### src/design/yuvhsl_pkg.sv
// Shared types and constants for the YUV to HSL pixel converter.
package yuvhsl_pkg;

    localparam int CFG_IDX_W = 3;
    localparam int CFG_DATA_W = 16;

    typedef enum logic [CFG_IDX_W-1:0] {
        REG_LUMA_OFFSET    = 3'd0,
        REG_CHROMA_OFFSET  = 3'd1,
        REG_LUMA_WEIGHT    = 3'd2,
        REG_U_BLUE_WEIGHT  = 3'd3,
        REG_U_GREEN_WEIGHT = 3'd4,
        REG_V_GREEN_WEIGHT = 3'd5,
        REG_V_RED_WEIGHT   = 3'd6
    } cfg_idx_t;

    localparam logic [7:0]  LUMA_OFFSET_RST    = 8'd16;
    localparam logic [7:0]  CHROMA_OFFSET_RST  = 8'd128;
    localparam logic signed [15:0] LUMA_WEIGHT_RST    = 16'sd9535;
    localparam logic signed [15:0] U_BLUE_WEIGHT_RST  = 16'sd16532;
    localparam logic signed [15:0] U_GREEN_WEIGHT_RST = -16'sd3203;
    localparam logic signed [15:0] V_GREEN_WEIGHT_RST = -16'sd6660;
    localparam logic signed [15:0] V_RED_WEIGHT_RST   = 16'sd13075;

    // Divider: 20-bit dividend, 9-bit divisor, quotient bits per stage.
    localparam int DIV_N = 20;
    localparam int DIV_D = 9;
    localparam int DIV_STAGES = 4;
    localparam int DIV_BPS = DIV_N / DIV_STAGES;

    typedef struct packed {
        logic       gray;
        logic [7:0] light;
    } side_t;

endpackage

### src/design/yuvhsl_div.sv
// Pipelined restoring divider, DIV_BPS (five) quotient bits per stage, with stall support.
module yuvhsl_div
(
    input  logic                         clk,
    input  logic                         rst_n,
    input  logic                         en,
    input  logic                         in_valid,
    input  logic [yuvhsl_pkg::DIV_N-1:0] dividend,
    input  logic [yuvhsl_pkg::DIV_D-1:0] divisor,
    input  yuvhsl_pkg::side_t            side_in,
    output logic                         out_valid,
    output logic [yuvhsl_pkg::DIV_N-1:0] quotient,
    output yuvhsl_pkg::side_t            side_out
);
    import yuvhsl_pkg::*;

    logic                            vld_reg [1:DIV_STAGES];
    logic [DIV_N-1:0]                q_reg   [1:DIV_STAGES];
    logic [DIV_D-1:0]                rem_reg [1:DIV_STAGES];
    logic [DIV_D-1:0]                den_reg [1:DIV_STAGES];
    side_t                           sd_reg  [1:DIV_STAGES];

    for (genvar s = 0; s < DIV_STAGES; s++)
    begin : g_stage
        logic             vld_in;
        logic [DIV_N-1:0] q_in;
        logic [DIV_D-1:0] rem_in;
        logic [DIV_D-1:0] den_in;
        side_t            sd_in;
        logic [DIV_N-1:0] q_next;
        logic [DIV_D-1:0] rem_next;

        if (s == 0)
        begin : g_first
            assign vld_in = in_valid;
            assign q_in   = dividend;
            assign rem_in = '0;
            assign den_in = divisor;
            assign sd_in  = side_in;
        end
        else
        begin : g_rest
            assign vld_in = vld_reg[s];
            assign q_in   = q_reg[s];
            assign rem_in = rem_reg[s];
            assign den_in = den_reg[s];
            assign sd_in  = sd_reg[s];
        end

        always_comb
        begin
            logic [DIV_D:0]   r;
            logic [DIV_N-1:0] q;
            logic [DIV_D-1:0] rm;
            q  = q_in;
            rm = rem_in;
            r  = '0;
            for (int b = 0; b < DIV_BPS; b++)
            begin
                r = {rm, q[DIV_N-1]};
                q = {q[DIV_N-2:0], 1'b0};
                if (r >= {1'b0, den_in})
                begin
                    r = r - {1'b0, den_in};
                    q[0] = 1'b1;
                end
                rm = r[DIV_D-1:0];
            end
            q_next   = q;
            rem_next = rm;
        end

        always_ff @(posedge clk or negedge rst_n)
        begin
            if (!rst_n)
            begin
                vld_reg[s+1] <= 1'b0;
            end
            else if (en)
            begin
                vld_reg[s+1] <= vld_in;
            end
        end

        always_ff @(posedge clk)
        begin
            if (en)
            begin
                q_reg[s+1]   <= q_next;
                rem_reg[s+1] <= rem_next;
                den_reg[s+1] <= den_in;
                sd_reg[s+1]  <= sd_in;
            end
        end
    end

    assign out_valid = vld_reg[DIV_STAGES];
    assign quotient  = q_reg[DIV_STAGES];
    assign side_out  = sd_reg[DIV_STAGES];

endmodule

### src/design/yuv_to_hsl_pixel_converter.sv
// Top level of the YUV 4:4:4 to HSL pixel converter.
//
// One YUV word enters on s_axis_* and one HSL word leaves on m_axis_*.
// Each word passes a fixed pipeline: offset subtract, weight multiply,
// matrix sum and clamp, max/min, dividend build, two dividers of four
// stages each, and an output register: ten register stages. A new
// word can be taken every cycle unless the output word is held, so
// throughput is one word per clock; the divider depth is DIV_STAGES.
// The configuration port writes one register per cycle by index and must
// be used only while the pipeline is empty.
// Reset clears all valid bits and loads the default BT.601 coefficients.
// When the receiver drops m_axis_tready with the output register full,
// the whole pipeline holds; s_axis_tready falls only in that case, and
// no word is lost or repeated.
module yuv_to_hsl_pixel_converter #(
    parameter int FRAC_SHIFT = 13
)
(
    input  logic                               clk,
    input  logic                               rst_n,
    input  logic                               cfg_we,
    input  logic [yuvhsl_pkg::CFG_IDX_W-1:0]   cfg_index,
    input  logic [yuvhsl_pkg::CFG_DATA_W-1:0]  cfg_data,
    input  logic                               s_axis_tvalid,
    output logic                               s_axis_tready,
    input  logic [23:0]                        s_axis_tdata,  // y_in, u_in, v_in
    output logic                               m_axis_tvalid,
    input  logic                               m_axis_tready,
    output logic [23:0]                        m_axis_tdata   // hue, saturation, lightness
);
    import yuvhsl_pkg::*;

    localparam int ACC_W = 36;

    logic [7:0]         luma_off_reg, chroma_off_reg;
    logic signed [15:0] w_luma_reg, w_ub_reg, w_ug_reg, w_vg_reg, w_vr_reg;

    always_ff @(posedge clk or negedge rst_n)
    begin
        if (!rst_n)
        begin
            luma_off_reg   <= LUMA_OFFSET_RST;
            chroma_off_reg <= CHROMA_OFFSET_RST;
            w_luma_reg     <= LUMA_WEIGHT_RST;
            w_ub_reg       <= U_BLUE_WEIGHT_RST;
            w_ug_reg       <= U_GREEN_WEIGHT_RST;
            w_vg_reg       <= V_GREEN_WEIGHT_RST;
            w_vr_reg       <= V_RED_WEIGHT_RST;
        end
        else if (cfg_we)
        begin
            unique case (cfg_idx_t'(cfg_index))
                REG_LUMA_OFFSET:    luma_off_reg   <= cfg_data[7:0];
                REG_CHROMA_OFFSET:  chroma_off_reg <= cfg_data[7:0];
                REG_LUMA_WEIGHT:    w_luma_reg     <= cfg_data;
                REG_U_BLUE_WEIGHT:  w_ub_reg       <= cfg_data;
                REG_U_GREEN_WEIGHT: w_ug_reg       <= cfg_data;
                REG_V_GREEN_WEIGHT: w_vg_reg       <= cfg_data;
                REG_V_RED_WEIGHT:   w_vr_reg       <= cfg_data;
                default: ;
            endcase
        end
    end

    // Global enable: pipeline advances unless the output word is held.
    logic en;
    assign en = !m_axis_tvalid || m_axis_tready;
    assign s_axis_tready = en;

    // Stage 1: offset subtract.
    logic               v1_reg;
    logic signed [8:0]  y1_reg, u1_reg, vv1_reg;
    // Stage 2: products.
    logic               v2_reg;
    logic signed [24:0] ly2_reg, vr2_reg, ug2_reg, vg2_reg, ub2_reg;
    // Stage 3: clamped channels.
    logic               v3_reg;
    logic [7:0]         r3_reg, g3_reg, b3_reg;
    // Stage 4: max/min.
    logic               v4_reg;
    logic [7:0]         r4_reg, g4_reg, b4_reg, mx4_reg, mn4_reg;
    // Stage 5: dividends and divisors.
    logic               v5_reg;
    logic [DIV_N-1:0]   hnum5_reg, snum5_reg;
    logic [8:0]         hden5_reg, sden5_reg;
    side_t              sd5_reg;

    function automatic logic [7:0] clamp_ch(input logic signed [ACC_W-1:0] acc);
        logic signed [ACC_W-1:0] q;
        q = (acc + (ACC_W'(1) <<< (FRAC_SHIFT - 1))) >>> FRAC_SHIFT;
        if (q < 0)
            return 8'd0;
        else if (q > 255)
            return 8'd255;
        else
            return q[7:0];
    endfunction

    logic [7:0] mx_c, mn_c;
    logic [8:0] rng_c, sum_c, den_c;
    logic [10:0] d_c;

    always_comb
    begin
        mx_c = r3_reg;
        mn_c = r3_reg;
        if (g3_reg > mx_c) mx_c = g3_reg;
        if (b3_reg > mx_c) mx_c = b3_reg;
        if (g3_reg < mn_c) mn_c = g3_reg;
        if (b3_reg < mn_c) mn_c = b3_reg;
    end

    always_comb
    begin
        rng_c = {1'b0, mx4_reg} - {1'b0, mn4_reg};
        sum_c = {1'b0, mx4_reg} + {1'b0, mn4_reg};
        if (r4_reg == mx4_reg)
            d_c = 11'({3'b0, g4_reg}) - 11'({3'b0, b4_reg}) + 11'(6 * rng_c);
        else if (g4_reg == mx4_reg)
            d_c = 11'({3'b0, b4_reg}) - 11'({3'b0, r4_reg}) + 11'(2 * rng_c);
        else
            d_c = 11'({3'b0, r4_reg}) - 11'({3'b0, g4_reg}) + 11'(4 * rng_c);
        den_c = (sum_c < 9'd510 - sum_c) ? sum_c : 9'd510 - sum_c;
        if (den_c == 9'd0)
            den_c = 9'd1;
    end

    always_ff @(posedge clk or negedge rst_n)
    begin
        if (!rst_n)
        begin
            v1_reg <= 1'b0;
            v2_reg <= 1'b0;
            v3_reg <= 1'b0;
            v4_reg <= 1'b0;
            v5_reg <= 1'b0;
        end
        else if (en)
        begin
            v1_reg <= s_axis_tvalid;
            v2_reg <= v1_reg;
            v3_reg <= v2_reg;
            v4_reg <= v3_reg;
            v5_reg <= v4_reg;
        end
    end

    always_ff @(posedge clk)
    begin
        if (en)
        begin
            y1_reg  <= $signed({1'b0, s_axis_tdata[7:0]})   - $signed({1'b0, luma_off_reg});
            u1_reg  <= $signed({1'b0, s_axis_tdata[15:8]})  - $signed({1'b0, chroma_off_reg});
            vv1_reg <= $signed({1'b0, s_axis_tdata[23:16]}) - $signed({1'b0, chroma_off_reg});
            ly2_reg <= y1_reg * w_luma_reg;
            vr2_reg <= vv1_reg * w_vr_reg;
            ug2_reg <= u1_reg * w_ug_reg;
            vg2_reg <= vv1_reg * w_vg_reg;
            ub2_reg <= u1_reg * w_ub_reg;
            r3_reg  <= clamp_ch(ACC_W'(ly2_reg) + ACC_W'(vr2_reg));
            g3_reg  <= clamp_ch(ACC_W'(ly2_reg) + ACC_W'(ug2_reg) + ACC_W'(vg2_reg));
            b3_reg  <= clamp_ch(ACC_W'(ly2_reg) + ACC_W'(ub2_reg));
            r4_reg  <= r3_reg;
            g4_reg  <= g3_reg;
            b4_reg  <= b3_reg;
            mx4_reg <= mx_c;
            mn4_reg <= mn_c;
            hnum5_reg   <= DIV_N'(d_c) * DIV_N'(7'd85);
            hden5_reg   <= {rng_c[7:0], 1'b0};
            snum5_reg   <= DIV_N'(rng_c) * DIV_N'(8'd255);
            sden5_reg   <= den_c;
            sd5_reg.gray  <= (rng_c == 9'd0);
            sd5_reg.light <= sum_c[8:1];
        end
    end

    logic             hv, sv;
    logic [DIV_N-1:0] hq, sq;
    side_t            hsd, ssd;

    yuvhsl_div u_hue_div (
        .clk(clk), .rst_n(rst_n), .en(en), .in_valid(v5_reg),
        .dividend(hnum5_reg), .divisor(hden5_reg), .side_in(sd5_reg),
        .out_valid(hv), .quotient(hq), .side_out(hsd)
    );

    yuvhsl_div u_sat_div (
        .clk(clk), .rst_n(rst_n), .en(en), .in_valid(v5_reg),
        .dividend(snum5_reg), .divisor(sden5_reg), .side_in(sd5_reg),
        .out_valid(sv), .quotient(sq), .side_out(ssd)
    );

    logic       out_v_reg;
    logic [23:0] out_d_reg;

    always_ff @(posedge clk or negedge rst_n)
    begin
        if (!rst_n)
        begin
            out_v_reg <= 1'b0;
        end
        else if (en)
        begin
            out_v_reg <= hv;
        end
    end

    always_ff @(posedge clk)
    begin
        if (en)
        begin
            out_d_reg[7:0]   <= hsd.gray ? 8'd0 : hq[7:0];
            out_d_reg[15:8]  <= ssd.gray ? 8'd0 : ((sq > DIV_N'(255)) ? 8'd255 : sq[7:0]);
            out_d_reg[23:16] <= hsd.light;
        end
    end

    assign m_axis_tvalid = out_v_reg;
    assign m_axis_tdata  = out_d_reg;

    a_div_lockstep: assert property (@(posedge clk) disable iff (!rst_n) hv == sv)
        else $error("Divider valid bits diverged.");
    a_stall_hold: assert property (@(posedge clk) disable iff (!rst_n)
        (m_axis_tvalid && !m_axis_tready) |=> m_axis_tvalid && $stable(m_axis_tdata))
        else $error("Output word changed under stall.");
    a_ready: assert property (@(posedge clk) disable iff (!rst_n)
        !m_axis_tvalid |-> s_axis_tready)
        else $error("Input blocked with empty output.");

endmodule
### config.mk
export PLATFORM = sky130hd
export DESIGN_NAME = yuv_to_hsl_pixel_converter
export DESIGN_NICKNAME = d
export VERILOG_FILES = /design/src/design/yuvhsl_pkg.sv /design/src/design/yuvhsl_div.sv /design/src/design/yuv_to_hsl_pixel_converter.sv
export SDC_FILE = /design/constraint.sdc
export NUM_CORES = 2
export LEC_CHECK = 0
export BUFFER_PORTS_ARGS = -buffer_cell sky130_fd_sc_hd__buf_2
export CAP_MARGIN = 5
export CORE_ASPECT_RATIO = 0.8
export CORE_MARGIN = 2
export CORE_UTILIZATION = 35
export DETAILED_ROUTE_END_ITERATION = 16
export PLACE_DENSITY = 0.57
export REMOVE_ABC_BUFFERS = 1
export SLEW_MARGIN = 5
export SYNTH_ARGS = -nofsm -noshare
export SYNTH_HDL_FRONTEND = slang
export SYNTH_HIERARCHICAL = 1
export SYNTH_SLANG_ARGS = --single-unit
### constraint.sdc
create_clock -name clk -period 41.8 [get_ports clk]
set_input_delay 4.18 -clock clk [delete_from_list [all_inputs] [get_ports clk]]
set_output_delay 4.18 -clock clk [all_outputs]
set_load 0.05 [all_outputs]
==> run summary <==
The tools report the setup TNS as 0 ns. The detailed router finished its first iteration with 3385 violations. Detailed placement ended at an HPWL of 140900 um. The number of remaining DRC errors is 0. In this run the worst hold path is classified as reg -> reg. The detailed-route vias per instance is 5.052, and the I/O pin total is 74.

Category of the worst setup path launch point: a flip-flop. Max-cap violations in this run came to 0. The post-route clock period utilization came out at 0.2860. Along the worst path, the maximum fanout reaches 14. During placement, the flow inserted port buffers numbering 73. The worst slack at placement is 29.90 ns, and the number of antenna violations at the first check in global routing is 4.

The cell that appears most often on the critical path is ha_1. After routing the design area is 0.08153 mm2. The H-tree was split into 3 levels. The ratio of cells with drive above 1 in the final layout works out to 0.08754. In this run the horizontal extent of the chip is 522.4 um. The y dimension of the die was 418.7 um; the remaining antenna violation count was 0. At the worst endpoint, the arrival time is 12.36 ns.

The clock drives 675 sinks. In this run the clock root is driven by a clkbuf_16. The capturing element type of the critical path was a flip-flop. The pin slew with the least headroom to its limit is 1.183 ns.

From synthesis to final layout, the design area changed by 8.374%. Clock tree synthesis inserted a total of 80 buffers. The number of resized instances in the post-cts repair step was 0; the area of the core was 0.2141 mm2.

Between clock sinks in the finished design, the worst skew comes to 0.03337 ns. The post-synthesis area per instance works out to 10.29 um2. The standard-cell row count is 152, and the area of placed instances is 0.07884 mm2. The number of global-route vias before repair is 52740.

The cell area that synthesis handed to floorplanning was 0.07523 mm2. Hold repair after CTS inserted 0 buffers. The count of yosys warnings during synthesis is 6. For the weighted congestion reported at the end of routability-driven placement, the log shows 0.8441.

The first global-routing pass estimated 292300 um of wire. The overall global routing resource usage is 0.1660, and the full die area is 0.2187 mm2. The run finished with clean final reports. For this block, the routed nets add up to 180400 um of wire.

The top achievable clock speed is 83.66 MHz, and the post-route worst hold slack is 0.4074 ns. Counting I/O delays and the setup requirement, the final critical path takes 11.95 ns. TritonCTS built the clock tree. Highest-delay cell along the critical path: a221oi_1.

The run gives 165 as the largest net degree at the start of global routing. Setup repair after global routing left no endpoint under its margin. In this run the post-CTS setup repair buffer count came out at 0. The final hold violation count was 0. The clock transition at the register clock pins on the worst setup and hold paths after CTS works out to 0.07 ns. In the final routed layout, each cell accounts on average for 17.60 um. For this run, the post-layout net count is 9051. The critical path's largest stage delay was 0.58 ns; the initial standard-cell utilization of the core was 0.3513.

Across all layers, the routed design uses 51790 vias. Number of flip-flops under the largest register name: 80. After layout, the worst setup slack is 29.85 ns.

The required time of the critical path was 42.20 ns. Total count of max-transition violations in the final report: 0. The run gives 0 as the total grt overflow.

For the largest buffer count on any clock path, the log shows 3. The logs give 0.2099 for the headroom to the max-slew limit and 5 for the detailed-router iteration count before antenna repair. For the number of setup violations in the final report, the log shows 0. The type of the setup path with the least slack was reg -> reg.

The clock reaches the later pin of the worst-skew pair after 0.69 ns. The number of antenna diodes in the final layout is 0. Synthesis produced 7310 cells.
-- cells in the final DEF, fill, tap and decap left out, drive strengths merged, types with 45 or more instances in the layout --
cell       n
nand3     54
a21o     178
mux2i     82
a21oi    401
nor2     301
inv     1001
buf      116
xnor2    329
nand2b   127
fa       712
mux2     262
nor2b     88
ha       955
nor3      99
nand4     82
dfstp     45
nand2    576
o21ai    237
dfrtp     61
xor2     156
and2     298
clkbuf    96
o21bai    50
edfxtp   569
o21a      48
-- path summary, 6_finish.rpt --
check                      slack (ns)                         startpoint                                 end  depth (start not counted)
setup / recovery                29.85  u_sat_div/den_reg[0][9]$_DFFE_PP_  u_sat_div/rem_reg[0][24]$_DFFE_PP_                         45
hold / removal                   0.41   u_sat_div/q_reg[0][33]$_DFFE_PP_    u_sat_div/q_reg[0][58]$_DFFE_PP_                          0
setup reg to reg                29.85  u_sat_div/den_reg[0][9]$_DFFE_PP_  u_sat_div/rem_reg[0][24]$_DFFE_PP_                         45
hold reg to reg                  0.41   u_sat_div/q_reg[0][33]$_DFFE_PP_    u_sat_div/q_reg[0][58]$_DFFE_PP_                          0
max in group asynchronous       36.93                              rst_n             w_ug_reg[9]$_DFFE_PN1P_                          2
min in group asynchronous        3.70                              rst_n                  v1_reg$_DFFE_PN0P_                          1
-- metal layers --
metal / track usage / vias up / part of all wire
met5: 0 / - / 0.00015
met4: 0.03360 / 4 / 0.019
met3: 0.02291 / 189 / 0.046
met2: 0.2577 / 1005 / 0.44
met1: 0.2451 / 25600 / 0.50
li1: - / 24990 / -
-- worst max-delay path: cells and delay by family, from the launching register on --
kind | cells | cell delay [ns]
simple gates | 10 | 1.78
compound gates | 19 | 5.02
fa+ha+maj | 6 | 2.04
buf+inv | 6 | 1.08
mux | 4 | 1.25
flops | 1 | 0.47
-- area by class of cell --
cell class	count	area, um2
Inverter	993	3737
Clock inverter	52	560.5
Sequential cell	675	19800
Clock buffer	96	2135
Timing Repair Buffer	116	703.2
Fill cell	21190	132600
Tap cell	2849	3565
Multi-Input combinational cell	5470	51040
-- metrics by stage --
step | cells | util
floorplan | 7138 | -
global placement | 10100 | 0.3682
detailed placement | 10100 | 0.3682
CTS | 10250 | 0.3807
global route | 10250 | 0.3807
finish | 10250 | 0.3807
Power is not shown: default switching activity piles up to over one toggle a cycle in this logic, so the estimate is an artifact.
